<file path="config.mk">
export PLATFORM = sky130hd
export DESIGN_NAME = gain_update_two_phase_commit_top
export DESIGN_NICKNAME = d
export VERILOG_FILES = /design/src/rtl/core/gutpc_pkg.sv /design/src/rtl/core/gain_update_two_phase_commit_top.sv /design/src/rtl/core/gutpc_cfg_regs.sv /design/src/rtl/core/gutpc_engine.sv
export SDC_FILE = /design/constraint.sdc
export NUM_CORES = 1
export LEC_CHECK = 0
export BUFFER_PORTS_ARGS = -buffer_cell sky130_fd_sc_hd__buf_4
export CORE_UTILIZATION = 25
export CTS_CLUSTER_DIAMETER = 30
export CTS_CLUSTER_SIZE = 28
export DETAILED_ROUTE_END_ITERATION = 6
export GPL_TIMING_DRIVEN = 1
export PLACE_DENSITY_LB_ADDON = 0.05
export SLEW_MARGIN = 20
export SYNTH_ARGS = -nofsm -noshare
export SYNTH_HDL_FRONTEND = slang
export SYNTH_SLANG_ARGS = --single-unit
</file>
<file path="constraint.sdc">
create_clock -name i_clk -period 7.5 [get_ports i_clk]
set_clock_uncertainty 0.05 [all_clocks]
set_input_delay 1.5 -clock i_clk [delete_from_list [all_inputs] [get_ports i_clk]]
set_output_delay 1.5 -clock i_clk [all_outputs]
set_load 0.1 [all_outputs]
</file>
<file path="src/rtl/core/gutpc_pkg.sv">
package gutpc_pkg;

    // register indexes of the configuration port
    localparam logic [2:0] CFG_GAINS_ID   = 3'd0;
    localparam logic [2:0] CFG_COMMIT_ID  = 3'd1;
    localparam logic [2:0] CFG_VERSION    = 3'd2;
    localparam logic [2:0] CFG_COOKIE     = 3'd3;
    localparam logic [2:0] CFG_MAX_GAIN   = 3'd4;
    localparam logic [2:0] CFG_TIMEOUT    = 3'd5;

    // register reset values
    localparam logic [10:0] RST_GAINS_ID  = 11'd0;
    localparam logic [10:0] RST_COMMIT_ID = 11'd1;
    localparam logic [7:0]  RST_VERSION   = 8'd1;
    localparam logic [15:0] RST_COOKIE    = 16'd0;
    localparam logic [15:0] RST_MAX_GAIN  = 16'hFFFF;
    localparam logic [15:0] RST_TIMEOUT   = 16'd10;

    // frame layout
    localparam logic [3:0] FRAME_LEN = 4'd8;
    localparam logic [7:0] AXIS_LEFT  = 8'd1;
    localparam logic [7:0] AXIS_RIGHT = 8'd2;
    localparam logic [7:0] AXIS_BOTH  = 8'd3;

    // gains after reset, 0.20 / 0.60 / 0 in unsigned q8.8
    localparam logic [15:0] RST_KP = 16'd51;
    localparam logic [15:0] RST_KI = 16'd154;
    localparam logic [15:0] RST_KD = 16'd0;

    localparam int unsigned DATA_W = 120;

    typedef enum logic [2:0] {
        ST_NONE    = 3'd0,
        ST_ACCEPT  = 3'd1,
        ST_FORMAT  = 3'd2,
        ST_UNSAFE  = 3'd3,
        ST_TIMEOUT = 3'd4
    } t_status;

    typedef struct packed {
        logic [10:0] gains_id;
        logic [10:0] commit_id;
        logic [7:0]  version;
        logic [15:0] cookie;
        logic [15:0] max_gain;
        logic [15:0] timeout;
    } t_cfg;

    typedef struct packed {
        logic [10:0] frame_id;
        logic [3:0]  frame_length;
        logic        extended_flag;
        logic        remote_flag;
        logic [63:0] frame_bytes;
        logic [31:0] time_ms;
        logic        motion_cmd_fresh;
        logic        motion_cmd_stop;
        logic        motion_cmd_zero;
        logic        estop;
        logic        fault;
    } t_frame;

    typedef struct packed {
        logic [15:0] kp;
        logic [15:0] ki;
        logic [15:0] kd;
    } t_gain_set;

    typedef struct packed {
        t_status     status;
        logic [15:0] sequence_no;
        logic [1:0]  axes;
        t_gain_set   left;
        t_gain_set   right;
    } t_result;

endpackage

</file>
<file path="src/rtl/core/gain_update_two_phase_commit_top.sv">
// a request goes from the input register through the engine to the output register
// throughput: one request per cycle; staged entry and gain sets update as a request advances
// the input register stalls only while the output register holds an untaken result
// reset (synchronous, active low) empties both registers, restores the configuration
// defaults, clears the staged entry and sets both gain sets to kp 51, ki 154, kd 0
module gain_update_two_phase_commit_top (
    input  logic                           i_clk,
    input  logic                           i_rst_n,
    input  logic                           i_s_axis_tvalid,
    output logic                           o_s_axis_tready,
    // frame_id, frame_length, extended_flag, remote_flag, frame_bytes, time_ms,
    // motion_cmd_fresh, motion_cmd_stop, motion_cmd_zero, estop, fault
    input  logic [gutpc_pkg::DATA_W-1:0]   i_s_axis_tdata,
    output logic                           o_m_axis_tvalid,
    input  logic                           i_m_axis_tready,
    // status_code, reply_sequence, reply_axes, left_kp, left_ki, left_kd,
    // right_kp, right_ki, right_kd
    output logic [gutpc_pkg::DATA_W-1:0]   o_m_axis_tdata,
    input  logic                           i_cfg_wr_en,
    input  logic [2:0]                     i_cfg_wr_idx,
    input  logic [15:0]                    i_cfg_wr_data
);

    gutpc_pkg::t_cfg     w_cfg;
    gutpc_pkg::t_frame   w_frame;
    gutpc_pkg::t_frame   r_in_frame;
    gutpc_pkg::t_result  w_result;
    logic                r_in_valid;
    logic                r_out_valid;
    logic [gutpc_pkg::DATA_W-1:0] r_out_data;
    logic                w_adv;
    logic                w_in_ready;

    gutpc_cfg_regs u_cfg (
        .i_clk         (i_clk),
        .i_rst_n       (i_rst_n),
        .i_cfg_wr_en   (i_cfg_wr_en),
        .i_cfg_wr_idx  (i_cfg_wr_idx),
        .i_cfg_wr_data (i_cfg_wr_data),
        .o_cfg         (w_cfg)
    );

    // unpack input request
    always_comb begin
        w_frame.frame_id         = i_s_axis_tdata[10:0];
        w_frame.frame_length     = i_s_axis_tdata[14:11];
        w_frame.extended_flag    = i_s_axis_tdata[15];
        w_frame.remote_flag      = i_s_axis_tdata[16];
        w_frame.frame_bytes      = i_s_axis_tdata[80:17];
        w_frame.time_ms          = i_s_axis_tdata[112:81];
        w_frame.motion_cmd_fresh = i_s_axis_tdata[113];
        w_frame.motion_cmd_stop  = i_s_axis_tdata[114];
        w_frame.motion_cmd_zero  = i_s_axis_tdata[115];
        w_frame.estop            = i_s_axis_tdata[116];
        w_frame.fault            = i_s_axis_tdata[117];
    end

    // pipeline control
    assign w_adv      = r_in_valid && (!r_out_valid || i_m_axis_tready);
    assign w_in_ready = !r_in_valid || !r_out_valid || i_m_axis_tready;
    assign o_s_axis_tready = w_in_ready;

    // input register
    always_ff @(posedge i_clk) begin
        if (!i_rst_n) begin
            r_in_valid <= 1'b0;
        end else if (w_in_ready) begin
            r_in_valid <= i_s_axis_tvalid;
        end
    end

    always_ff @(posedge i_clk) begin
        if (w_in_ready && i_s_axis_tvalid) begin
            r_in_frame <= w_frame;
        end
    end

    gutpc_engine u_engine (
        .i_clk    (i_clk),
        .i_rst_n  (i_rst_n),
        .i_cfg    (w_cfg),
        .i_fire   (w_adv),
        .i_frame  (r_in_frame),
        .o_result (w_result)
    );

    // output register
    always_ff @(posedge i_clk) begin
        if (!i_rst_n) begin
            r_out_valid <= 1'b0;
        end else if (w_adv) begin
            r_out_valid <= 1'b1;
        end else if (i_m_axis_tready) begin
            r_out_valid <= 1'b0;
        end
    end

    always_ff @(posedge i_clk) begin
        if (w_adv) begin
            r_out_data <= {3'd0,
                           w_result.right.kd, w_result.right.ki, w_result.right.kp,
                           w_result.left.kd, w_result.left.ki, w_result.left.kp,
                           w_result.axes, w_result.sequence_no, w_result.status};
        end
    end

    assign o_m_axis_tvalid = r_out_valid;
    assign o_m_axis_tdata  = r_out_data;

`ifndef ASSERT_OFF
    a_no_overrun: assert property (@(posedge i_clk) disable iff (!i_rst_n)
        r_out_valid && !i_m_axis_tready |=> r_out_data == $past(r_out_data))
        else $error("output register overwritten while stalled");

    a_adv_needs_item: assert property (@(posedge i_clk) disable iff (!i_rst_n)
        w_adv |=> r_out_valid)
        else $error("result lost after advance");

    a_stall_holds_input: assert property (@(posedge i_clk) disable iff (!i_rst_n)
        r_in_valid && !w_adv |=> r_in_valid && r_in_frame == $past(r_in_frame))
        else $error("pending request dropped");
`endif

endmodule

</file>
<file path="src/rtl/core/gutpc_cfg_regs.sv">
module gutpc_cfg_regs (
    input  logic                i_clk,
    input  logic                i_rst_n,
    input  logic                i_cfg_wr_en,
    input  logic [2:0]          i_cfg_wr_idx,
    input  logic [15:0]         i_cfg_wr_data,
    output gutpc_pkg::t_cfg     o_cfg
);

    gutpc_pkg::t_cfg r_cfg;

    // register file, write only
    always_ff @(posedge i_clk) begin
        if (!i_rst_n) begin
            r_cfg.gains_id  <= gutpc_pkg::RST_GAINS_ID;
            r_cfg.commit_id <= gutpc_pkg::RST_COMMIT_ID;
            r_cfg.version   <= gutpc_pkg::RST_VERSION;
            r_cfg.cookie    <= gutpc_pkg::RST_COOKIE;
            r_cfg.max_gain  <= gutpc_pkg::RST_MAX_GAIN;
            r_cfg.timeout   <= gutpc_pkg::RST_TIMEOUT;
        end else if (i_cfg_wr_en) begin
            unique case (i_cfg_wr_idx)
                gutpc_pkg::CFG_GAINS_ID:  r_cfg.gains_id  <= i_cfg_wr_data[10:0];
                gutpc_pkg::CFG_COMMIT_ID: r_cfg.commit_id <= i_cfg_wr_data[10:0];
                gutpc_pkg::CFG_VERSION:   r_cfg.version   <= i_cfg_wr_data[7:0];
                gutpc_pkg::CFG_COOKIE:    r_cfg.cookie    <= i_cfg_wr_data;
                gutpc_pkg::CFG_MAX_GAIN:  r_cfg.max_gain  <= i_cfg_wr_data;
                gutpc_pkg::CFG_TIMEOUT:   r_cfg.timeout   <= i_cfg_wr_data;
                default: ;
            endcase
        end
    end

    assign o_cfg = r_cfg;

endmodule

</file>
<file path="src/rtl/core/gutpc_engine.sv">
module gutpc_engine (
    input  logic                i_clk,
    input  logic                i_rst_n,
    input  gutpc_pkg::t_cfg     i_cfg,
    input  logic                i_fire,
    input  gutpc_pkg::t_frame   i_frame,
    output gutpc_pkg::t_result  o_result
);

    // staged entry and committed gains
    logic                  r_staged_valid;
    logic [15:0]           r_staged_seq;
    logic [1:0]            r_staged_axes;
    logic [15:0]           r_staged_kp;
    logic [15:0]           r_staged_ki;
    logic [31:0]           r_staged_time;
    gutpc_pkg::t_gain_set  r_left;
    gutpc_pkg::t_gain_set  r_right;
    logic [15:0]           r_last_seq;
    logic [1:0]            r_last_axes;

    gutpc_pkg::t_gain_set  n_left;
    gutpc_pkg::t_gain_set  n_right;
    gutpc_pkg::t_gain_set  w_new_set;
    gutpc_pkg::t_status    w_status;

    logic [7:0]  w_version;
    logic [15:0] w_seq;
    logic [7:0]  w_axes;
    logic [15:0] w_half2;
    logic [15:0] w_half3;
    logic [31:0] w_age;
    logic        w_hdr_ok;
    logic        w_safe;
    logic        w_is_gains;
    logic        w_match;
    logic        w_late;
    logic        w_cookie_ok;
    logic        w_gain_ok;
    logic        w_stage;
    logic        w_accept;
    logic        w_clear;

    // field extraction
    assign w_version = i_frame.frame_bytes[7:0];
    assign w_seq     = i_frame.frame_bytes[23:8];
    assign w_axes    = i_frame.frame_bytes[31:24];
    assign w_half2   = i_frame.frame_bytes[47:32];
    assign w_half3   = i_frame.frame_bytes[63:48];

    // header check
    assign w_hdr_ok = (i_frame.frame_id == i_cfg.gains_id ||
                       i_frame.frame_id == i_cfg.commit_id) &&
                      i_frame.frame_length == gutpc_pkg::FRAME_LEN &&
                      !i_frame.extended_flag && !i_frame.remote_flag &&
                      w_version == i_cfg.version &&
                      (w_axes == gutpc_pkg::AXIS_LEFT || w_axes == gutpc_pkg::AXIS_RIGHT ||
                       w_axes == gutpc_pkg::AXIS_BOTH);

    assign w_safe = i_frame.motion_cmd_fresh && i_frame.motion_cmd_stop &&
                    i_frame.motion_cmd_zero && !i_frame.estop && !i_frame.fault;

    assign w_is_gains = (i_frame.frame_id == i_cfg.gains_id);

    // commit checks
    assign w_match     = r_staged_valid && r_staged_seq == w_seq &&
                         w_axes == {6'd0, r_staged_axes};
    assign w_age       = i_frame.time_ms - r_staged_time;
    assign w_late      = w_age > {16'd0, i_cfg.timeout};
    assign w_cookie_ok = (w_half3 == i_cfg.cookie);
    assign w_gain_ok   = r_staged_kp <= i_cfg.max_gain && r_staged_ki <= i_cfg.max_gain &&
                         w_half2 <= i_cfg.max_gain;

    // status in check order
    always_comb begin
        if (!w_hdr_ok) begin
            w_status = gutpc_pkg::ST_FORMAT;
        end else if (!w_safe) begin
            w_status = gutpc_pkg::ST_UNSAFE;
        end else if (w_is_gains) begin
            w_status = gutpc_pkg::ST_NONE;
        end else if (!w_match) begin
            w_status = gutpc_pkg::ST_FORMAT;
        end else if (w_late) begin
            w_status = gutpc_pkg::ST_TIMEOUT;
        end else if (!w_cookie_ok || !w_gain_ok) begin
            w_status = gutpc_pkg::ST_FORMAT;
        end else begin
            w_status = gutpc_pkg::ST_ACCEPT;
        end
    end

    assign w_stage  = w_hdr_ok && w_safe && w_is_gains;
    assign w_clear  = w_hdr_ok && !w_stage;
    assign w_accept = w_hdr_ok && w_safe && !w_is_gains && w_match && !w_late &&
                      w_cookie_ok && w_gain_ok;

    // gain set update
    always_comb begin
        w_new_set.kp = r_staged_kp;
        w_new_set.ki = r_staged_ki;
        w_new_set.kd = w_half2;
        n_left  = (w_accept && w_axes[0]) ? w_new_set : r_left;
        n_right = (w_accept && w_axes[1]) ? w_new_set : r_right;
    end

    // state registers
    always_ff @(posedge i_clk) begin
        if (!i_rst_n) begin
            r_staged_valid <= 1'b0;
            r_staged_seq   <= '0;
            r_staged_axes  <= '0;
            r_staged_kp    <= '0;
            r_staged_ki    <= '0;
            r_staged_time  <= '0;
            r_left.kp      <= gutpc_pkg::RST_KP;
            r_left.ki      <= gutpc_pkg::RST_KI;
            r_left.kd      <= gutpc_pkg::RST_KD;
            r_right.kp     <= gutpc_pkg::RST_KP;
            r_right.ki     <= gutpc_pkg::RST_KI;
            r_right.kd     <= gutpc_pkg::RST_KD;
            r_last_seq     <= '0;
            r_last_axes    <= '0;
        end else if (i_fire) begin
            if (w_stage) begin
                r_staged_valid <= 1'b1;
                r_staged_seq   <= w_seq;
                r_staged_axes  <= w_axes[1:0];
                r_staged_kp    <= w_half2;
                r_staged_ki    <= w_half3;
                r_staged_time  <= i_frame.time_ms;
            end else if (w_clear) begin
                r_staged_valid <= 1'b0;
            end
            if (w_hdr_ok) begin
                r_last_seq  <= w_seq;
                r_last_axes <= w_axes[1:0];
            end
            r_left  <= n_left;
            r_right <= n_right;
        end
    end

    // result of this request
    always_comb begin
        o_result.status      = w_status;
        o_result.sequence_no = w_hdr_ok ? w_seq : r_last_seq;
        o_result.axes        = w_hdr_ok ? w_axes[1:0] : r_last_axes;
        o_result.left        = n_left;
        o_result.right       = n_right;
    end

`ifndef ASSERT_OFF
    a_accept_clears_stage: assert property (@(posedge i_clk) disable iff (!i_rst_n)
        i_fire && w_accept |=> !r_staged_valid)
        else $error("staged entry survived an accepted commit");

    a_stage_records: assert property (@(posedge i_clk) disable iff (!i_rst_n)
        i_fire && w_stage |=> r_staged_valid && r_staged_time == $past(i_frame.time_ms))
        else $error("gains frame not staged");

    a_left_only_on_accept: assert property (@(posedge i_clk) disable iff (!i_rst_n)
        $past(i_rst_n) && r_left != $past(r_left) |-> $past(i_fire && w_accept))
        else $error("left gains changed without accepted commit");

    a_right_only_on_accept: assert property (@(posedge i_clk) disable iff (!i_rst_n)
        $past(i_rst_n) && r_right != $past(r_right) |-> $past(i_fire && w_accept))
        else $error("right gains changed without accepted commit");
`endif

endmodule
</file>
* Word-level counts from Yosys, hierarchy flattened
Index checks and enable logic that the tools add are counted.
** Word-level totals
- Input bits :: 144
- Flip-flop bits (word level) :: 512
- Output and inout bits :: 122
- Word-level logic and storage cells :: 129
** Operators by class
- Eq/ne operators :: 15
- Magnitude comparators :: 4
- Bitwise operators :: 3
- $add $sub $neg :: 1
- Mux-type cells :: 13
- Reductions and logical operators :: 56
** Operators with widths (number)
- 2-to-1 mux 48 bit :: 2
- <= comparator 16 bit :: 3
- == test 16 bit :: 2
- > comparator 32 x 16 -> 1 bit :: 1
- subtractor 32 bit :: 1
- logical AND 1 bit :: 25
- == test 11 bit :: 2
- AND reduction 2 bit :: 9
- == test 8 x 2 -> 1 bit, second input constant :: 2
- 2-to-1 mux 16 bit :: 1
- zero test 1 bit :: 11
- == test 8 x 1 -> 1 bit, second input constant :: 1
- == test 8 x 2 -> 1 bit :: 1
- == test 8 bit :: 1
- 2-to-1 mux 2 bit :: 4
- logical OR 1 bit :: 7
- == test 3 x 2 -> 1 bit, second input constant :: 2
- == test 3 bit, second input constant :: 2
- 2-to-1 mux 1 bit :: 5
- == test 4 bit, second input constant :: 1
- nonzero test 2 bit :: 2
- OR reduction 4 bit :: 1
- == test 3 x 1 -> 1 bit, second input constant :: 1
- zero test 3 bit :: 1
- 2 further kinds :: 4

* Logic depth before layout (Yosys ltp)
Gate-level depths: netlist of run 1.
- Word-level depth :: 15
- Depth in mapped cells :: 21
- Depth with buffers taken out :: 18

* Hierarchy
From an unflattened synthesis of run 1, not the netlist that was laid out.
** Second synthesis, totals
- Cell total of the unflattened synthesis :: 2073
- Area, all modules :: 23577.6 um^2
** Modules (own cells, without submodules)
- gutpc_engine :: times used 1, cells each 1532, area an instance 13372.8 um^2, seq. area each 3943.8 um^2
- gain_update_two_phase_commit_top :: times used 1, cells each 248, area an instance 7186.9 um^2, seq. area each 7096.8 um^2
- gutpc_cfg_regs :: times used 1, cells each 293, area an instance 3017.9 um^2, seq. area each 1561.5 um^2

* Worst setup path after synthesis of run 1
OpenSTA, ideal clock, no wires.
- Path type :: in2reg
- Start :: in i_m_axis_tready
- End :: reg r_in_frame[0] (netlist bit) (enable)
- Path buffers :: 0
- Data arrival time :: 5061 ps
- Data required time :: 6960 ps
- Stages on the path :: 3
- Slack :: 1899 ps
- Setup time :: 490 ps
- Path through :: nor2b_1 -> nand2_1 -> and2_1
** On the way
- Word-level cells in the longest chain between the ends :: 2
** Ends and longest elaborated chain
- from (decl) :: RTL line gain_update_two_phase_commit_top.sv:15 : input logic i_m_axis_tready,
- logical OR 1 bit :: RTL line gain_update_two_phase_commit_top.sv:60 : assign w_in_ready = !r_in_valid || !r_out_valid || i_m_axis_tready;
- named net o_s_axis_tready :: RTL line gain_update_two_phase_commit_top.sv:10 : output logic o_s_axis_tready,
- logical AND 1 bit :: RTL line gain_update_two_phase_commit_top.sv:73 : if (w_in_ready && i_s_axis_tvalid) begin
- to (signal assigned) :: RTL line gain_update_two_phase_commit_top.sv:74 : r_in_frame <= w_frame;
- to (decl) :: RTL line gain_update_two_phase_commit_top.sv:26 : gutpc_pkg::t_frame r_in_frame;
The timed path passes the listed nets, and every way through them passes these cells.
A chain may end at the register's enable or synchronous reset.

* Worst setup path after layout of run 1
- Start :: reg r_in_frame[5] (netlist bit)
- End :: reg u_engine.r_right[2] (netlist bit)
** On the way
- Word-level cells in the longest chain between the ends :: 8
** Ends and longest elaborated chain
- subtractor 32 bit :: RTL line gutpc_engine.sv:68 : assign w_age = i_frame.time_ms - r_staged_time;
- > comparator 32 x 16 -> 1 bit :: RTL line gutpc_engine.sv:69 : assign w_late = w_age > {16'd0, i_cfg.timeout};
- zero test 1 bit :: RTL line gutpc_engine.sv:95 : assign w_accept = w_hdr_ok && w_safe && !w_is_gains && w_match && !w_late &&
- logical AND 1 bit (2 in a row) :: RTL line gutpc_engine.sv:95
- logical AND 1 bit :: RTL line gutpc_engine.sv:96 : w_cookie_ok && w_gain_ok;
- logical AND 1 bit :: RTL line gutpc_engine.sv:104 : n_right = (w_accept && w_axes[1]) ? w_new_set : r_right;
- 2-to-1 mux 48 bit :: RTL line gutpc_engine.sv:104
- to (signal assigned) :: RTL line gutpc_engine.sv:140 : r_right <= n_right;
- to (decl) :: RTL line gutpc_engine.sv:18 : gutpc_pkg::t_gain_set r_right;
Every way passes these cells.

==> results of run 1 <==
## layer usage
layer	track usage	vias up	part of all wire
met5	0	-	0.0015
met4	0.07286	16	0.034
met3	0.04781	178	0.054
met2	0.2659	398	0.49
met1	0.1806	8191	0.42
li1	-	8574	-
## cell usage after synthesis, types with 14 or more instances
cell type,n,area [um^2]
nand2_1,514,1929
dfxtp_1,277,5545
edfxtp_1,235,7057
a21boi_0,161,1209
mux2i_1,97,970.9
ha_1,95,1189
clkbuf_1,81,304.0
inv_1,78,292.8
mux2_2,74,833.3
xnor2_1,69,604.3
nor2_1,59,221.5
a21oi_1,56,280.3
nand4_1,45,281.5
mux2_4,38,570.6
nor2b_1,37,231.5
o21ai_0,36,180.2
o211ai_1,31,232.7
nor3_1,24,120.1
nand3_1,17,85.08
a21o_1,15,112.6
nand2b_1,14,87.58
## registers in the layout (all words and copies together), names as in the netlist
register	flops
u_engine.r_staged_axes	2
r_in_valid	1
u_engine.r_left	48
u_engine.r_staged_seq	16
u_engine.r_staged_ki	16
u_engine.r_right	48
u_engine.r_staged_valid	1
u_engine.r_last_seq	16
u_cfg.o_cfg	78
u_engine.r_staged_time	32
o_m_axis_tdata	117
u_engine.r_last_axes	2
u_engine.r_staged_kp	16
o_m_axis_tvalid	1
r_in_frame	118
## critical path: stages, from the launching register on
cell      delay, ps
edfxtp_1        330
inv_1            50
ha_1            210
fa_1            390
nand2b_1        180
a21o_1          220
a21oi_1         260
o21ai_1         200
nand2_1         130
xor2_1          170
ha_1            280
a21oi_1         170
nand2_1          70
a211oi_1        270
a22o_1          200
or4b_1          490
nor4_4          480
and4_4          820
buf_12          280
mux2i_1         210
## cells by family (layout without fill, tap and decap cells)
family / Yosys count / after routing / synth area share
AOI/OAI and AO/OA: 377 / 377 / 0.1112
xor gates and xnor gates: 82 / 82 / 0.03030
adders and majority gates: 96 / 96 / 0.05099
buffers and inverters: 188 / 643 / 0.03389
DFF: 512 / 512 / 0.5317
muxes: 211 / 211 / 0.1011
other: 1 / 5 / 0.0001582
and+or+nand+nor: 759 / 759 / 0.1406
## layout make-up
type,count,area (um^2)
clock buffers,217,4312
clock inverters,67,734.5
fillers,9529,61620
flip-flops and latches,512,12600
diodes,2,5.005
inverters,78,297.8
well taps,1254,1569
multi-input cells,1528,10340
repair buffers,281,2136
## how the worst max path moves through the flow
stage / slack (ps) / to / cells after the start / start
after floorplan: 1900 / r_in_frame[0] / 3 / i_m_axis_tready
after global placement: 1730 / u_engine.r_right[2] / 19 / r_in_frame[5]
after detailed placement: 1700 / u_engine.r_right[37] / 19 / r_in_frame[5]
after CTS: 1690 / u_engine.r_right[0] / 19 / r_in_frame[5]
after global routing: 1440 / u_engine.r_right[10] / 19 / r_in_frame[5]
final: 1820 / u_engine.r_right[2] / 19 / r_in_frame[5]
## per-stage QoR
stage | worst slack [ps] | instance area [um^2] | util | hold WS [ps] | std cells
after detailed placement | 1704 | 26930 | 0.2877 | 394.5 | 3653
after global routing | 1445 | 31990 | 0.3417 | 417.8 | 3938
after floorplan | 1899 | 23710 | - | 381.3 | 2228
final | 1824 | 31990 | 0.3418 | 399.4 | 3939
after CTS | 1691 | 31980 | 0.3416 | 403.6 | 3937
after global placement | 1734 | 26920 | 0.2875 | 390.4 | 3652
## power by group
part | internal [W] | switching (W)
clock network | 0.00433 | 0.00185
registers | 0.00302 | 0.0000556
logic | 0.000192 | 0.000455
total | 0.00754 | 0.00236
==> metrics.md, run 1 <==
| Metric | Value |
|---|---|
| H-tree depth | `4` |
| Distinct cells, synth | `77` |
| Post-synth EDFFs | `235` |
| Worst hold start | `u_engine.r_right[13]` |
| Yosys Warn Count | `0` |
| Initial drt markers | `905` |
| Io pins | `266` |
| Via count | `17357` |
| Synth Register Bits | `between 500 and 600` |
| Max FO, Critical Path | `33` |
| Hold Path Stages | `2` |
| R2r startpoint | `r_in_frame[5]` |
| Routed wire per std cell | `18.92 um` |
| CP endpoint kind | `flip-flop` |
| Fin. Hold Viols | `0` |
| Min Tclk post-route | `5676 ps` |
| First-pass GRT wire length | `111800 um` |
| VDD IR max | `~0.00021 V` |
| NumNets Final | `2794` |
| Syn-to-layout area delta | `34.97%` |
| Final Cycle Share | `0.7569` |
| Die Area | `roughly 0.096 mm^2` |
| Reg2Reg Depth | `19` |
| Most frequent cells in the layout | `514 x nand2_1, 278 x buf_4, 277 x dfxtp_1` |
| Leakage power | `around 12 nW` |
| Dominant synthesized flop cell | `dfxtp_1` |
| WHS Endpoint | `u_engine.r_right[13]` |
| Reg-to-Reg End | `u_engine.r_right[2]` |
| Startpoint Class | `flip-flop` |
| Hold WC Path Type | `reg -> reg` |
| Final setup vio count | `0` |
| Clock Latency Late Sink | `around 720 ps` |
| Max Buffers Root-to-Sink | `3` |
| Arr. time, crit path | `approximately 6300 ps` |
| Rows | `112` |
| TritonRoute pass-1 iters | `5` |
| Headroom to the max-slew limit | `0.2905` |
| Vias in the first global route | `18256` |
| Max Transition Viols Final | `0` |
| Worst-Margin Slew | `1064 ps` |
| Vias/cell | `4.406` |
| CTS tree | `built` |
| Post-synthesis sequential area ratio | `0.5317` |
| Pwr dens | `309.5 mW/mm^2` |
| Clock sinks | `512` |
| Mapped Cells | `2226` |
| Crit path kind | `reg -> reg` |
| Critical Path RT | `8090 ps` |
| Highest Clock Rate | `176.2 MHz` |
| Post-synth ARST share | `0` |
| RSZ-0062 raised after global routing | `false` |
| Number of max-cap violations | `0` |
| Post-synth design cell area | `0.02370 mm^2` |
| Pin count of the biggest net entering global routing | `152` |
| Total track usage | `0.1570` |
| Resized Gates After CTS | `0` |
| Initial Utilization | `0.2532` |
| Commonest non-fill, non-tap cell in the layout | `nand2_1` |
| Die extent in y | `309.9 um` |
| Final ANT Viol Nets | `0` |
| Num CTS Buffers | `153` |
| Final WL | `74520 um` |
| Synthesized area per cell | `10.65 um^2` |
| RePlAce Congestion | `0.8176` |
| PortBufs | `260` |
| Antenna violations before repair | `12` |
| DRC | `0` |
| Core area | `between 0.09 and 0.1 mm^2` |
| Setup Buffers After CTS | `0` |
| DP Wirelength | `51650 um` |
| Cts hold-fix bufs | `0` |
| Die Wd | `309.9 um` |
| Total gr overflow | `0` |
| Setup TNS | `0 ps` |
| Clock-pin slew on the worst setup and hold paths | `40 ps` |
| Final Power | `0.009902 W` |
| Status | `finished, final reports clean` |
| R2r setup slk | `1820 ps` |
| Layout cell share with drive strength beyond 1 | `0.2404` |
| CTS root buffer | `clkbuf_16` |
No activity file was read; power rests on OpenSTA's default activity.
==> run 2, diff against run 1 <==
==> constraint.sdc (replaced) <==
create_clock -name i_clk -period 4.96 [get_ports i_clk]
set_clock_uncertainty 0.05 [all_clocks]
set_input_delay 0.992 -clock i_clk [delete_from_list [all_inputs] [get_ports i_clk]]
set_output_delay 0.992 -clock i_clk [all_outputs]
set_load 0.1 [all_outputs]
==> run 2 against run 1 <==
Effect of this change:
- first-iteration DRC count fell by 25%
- non-clock buffer count rose by 81
- critical path depth rose by 2
- routed wire length rose by 2.5%
- setup slack got worse by 1600 ps
- utilization rose by 1.2 points
- global-route usage rose by 0.17 points
- sequential power rose by 51%
- clock power rose by 57%
- via count rose by 1.8%
- fmax rose by 21%
- sequential share of layout area fell by 1.3 points
- critical endpoint is now o_m_axis_tdata[73]
- largest cell class unchanged
- largest power group unchanged
- highest routed layer unchanged
==> metrics.md, run 2 (synthesis gave the netlist of run 1 again) <==
| Metric | Value |
|---|---|
| Status | `finished, final reports clean` |
| Worst path bufs/invs | `5` |
| RePlAce Congestion | `0.7960` |
| Hold Path Stages | `1` |
| Pin count of the biggest net entering global routing | `154` |
| Clock-pin slew on the worst setup and hold paths | `40 ps` |
| Leakage power | `12.86 nW` |
| Antenna violations before repair | `8` |
| Biggest register | `r_in_frame` |
| Met2 GRT Util | `0.2747` |
| NumNets Final | `2873` |
| Worst path cell trace | `inv_1 > ha_2 > fa_2 > nand2b_4 > a21o_1 > buf_6 > a211oi_4 > nor2_1 > xnor2_1 > ha_1 > nand4_1 > a21oi_2 > a211oi_2 > a22o_1 > or4b_4 > nor4_4 > buf_4 > nand4_1 > buf_6 > clkbuf_16 > mux2_4` |
| Crit path kind | `reg -> reg` |
| Non-Filler Instances | `between 4000 and 5000` |
| Total gr overflow | `0` |
| Reg2Reg Depth | `21` |
| R2r setup slk | `270 ps` |
| Routed wire per std cell | `around 19 um` |
| Die Area | `~0.096 mm^2` |
| Final WL | `76340 um` |
| Max FO, Critical Path | `12` |
| Worst-Margin Slew | `1041 ps` |
| Multi-input combinational cell area | `about 0.010 mm^2` |
| RSZ-0062 raised after global routing | `true` |
| Arr. time, crit path | `5110 ps` |
| Reg-to-Reg End | `o_m_axis_tdata[73]` |
| Clock sinks | `512` |
| Num CTS Buffers | `151` |
| CP endpoint kind | `flip-flop` |
| GRT Max-Usage Layer | `met2` |
| Fin util | `0.3536` |
| CTS tree | `built` |
| CP max-delay cell | `or4b_4` |
| Critical Path RT | `5380 ps` |
| Io pins | `266` |
| Startpoint Class | `flip-flop` |
| Via count | `17674` |
| WHS Endpoint | `r_in_frame[42]` |
| GRT met3 Usage | `0.04332` |
| H-tree depth | `4` |
| Die Wd | `309.9 um` |
| Fillers | `9428` |
| CP top delay family | `simple AND/OR/NAND/NOR gates` |
| Final worst slack | `270.7 ps` |
| CP startpoint | `r_in_frame[5]` |
| DP Wirelength | `53020 um` |
| Clock Latency Late Sink | `730 ps` |
| First-pass GRT wire length | `113300 um` |
| Worst hold start | `i_s_axis_tdata[22]` |
| Cts hold-fix bufs | `0` |
| Total track usage | `0.1587` |
| Commonest non-fill, non-tap cell in the layout | `nand2_1` |
| Syn-to-layout area delta | `39.65%` |
| VDD IR max | `0.0003714 V` |
| Number of max-cap violations | `0` |
| DRC | `0` |
| Layout cell share with drive strength beyond 1 | `0.2722` |
| Pwr dens | `about 470 mW/mm^2` |
| Max incr delay on CP | `480 ps` |
| Die extent in y | `~310 um` |
| Reg area | `0.01260 mm^2` |
| CTS root buffer | `clkbuf_16` |
| Pre-CTS setup slack | `-138.4 ps` |
| R2r startpoint | `r_in_frame[5]` |
| Most frequent cells in the layout | `513 x nand2_1, 343 x buf_4, 277 x dfxtp_1` |
| Vias in the first global route | `between 15000 and 20000` |
| Highest Clock Rate | `213.3 MHz` |
| TritonRoute pass-1 iters | `5` |
| Final ANT Viol Nets | `0` |
| Max Transition Viols Final | `0` |
| PortBufs | `260` |
| Headroom to the max-slew limit | `0.3057` |
| Max FFs per register | `118` |
| Initial drt markers | `between 600 and 700` |
| Placed cell count | `3724` |
| Core area | `0.09361 mm^2` |
| ANT cells | `0` |
| Initial Utilization | `0.2532` |
| Met1 global-route usage | `0.1859` |
| Max Buffers Root-to-Sink | `3` |
| Rows | `about 110` |
| Final setup vio count | `0` |
| Hold WC Path Type | `in -> reg` |
| Final Cycle Share | `0.9454` |
| Vias/cell | `4.400` |
| Min Tclk post-route | `4689 ps` |
| Setup TNS | `0 ps` |
| Fin. Hold Viols | `0` |
## run 2: cell types whose count changed in the layout (fill, tap and decap cells not counted), moves of 5 or more
cell and change:
clkinv_1 -6, clkbuf_1 -6, buf_4 +65, bufinv_16 +6
buf_12 +8, a21oi_1 -5
## run 2: routing by layer
metal,vias to the layer above,part of all wire
met2,403,0.50
met3,162,0.051
met5,-,0.0012
li1,8725,-
met4,14,0.026
met1,8370,0.43
## run 2: power by group
part	leakage (nW)	internal (W)	switching [W]
logic	5.93	0.000327	0.000704
clock network	2.57	0.00681	0.00292
registers	4.37	0.00456	0.0000830
total	12.9	0.0117	0.00370
## run 2: worst register-to-register path, stage by stage, from the launching register on
cell	delay [ps]
edfxtp_1	350
inv_1	50
ha_2	190
fa_2	340
nand2b_4	150
a21o_1	210
buf_6	130
a211oi_4	250
nor2_1	90
xnor2_1	180
ha_1	250
nand4_1	110
a21oi_2	50
a211oi_2	210
a22o_1	190
or4b_4	480
nor4_4	140
buf_4	170
nand4_1	110
buf_6	200
clkbuf_16	230
mux2_4	310
## run 2: final cells by class
type,instances,share of cell area
Sequential cell,512,0.3807
Tap cell,1254,0.04740
Timing Repair Buffer,362,0.08909
Inverter,78,0.008996
Clock buffer,209,0.1274
Multi-Input combinational cell,1528,0.3151
Clock inverter,74,0.03130
## run 2: stage by stage
step           hold WS, ps  cell area, um^2  total power, W
6_report             388.8            33100         0.01540
5_1_grt              348.7            33100         0.01593
4_1_cts              334.8            32890         0.01563
3_5_place_dp         396.6            27570        0.005747
3_3_place_gp         391.6            27570        0.005740
2_1_floorplan        381.3            23710        0.005350
## run 2: how the worst max path moves through the flow
stage	to	slack (ps)	cells after the start
floorplan	u_engine.r_last_axes[0]	80	7
global placement	o_m_axis_tdata[69]	-140	20
detailed placement	o_m_axis_tdata[69]	-140	20
CTS	o_m_axis_tdata[69]	-20	21
global route	o_m_axis_tdata[83]	-20	19
finish	o_m_axis_tdata[73]	270	21
## run 2: what timing repair did
action,4_1_cts,5_1_grt
setup buffers,2,3
cloned,1,3
setup endpoints to repair,96,190
gates resized for setup,6,16
pin swaps,4,12
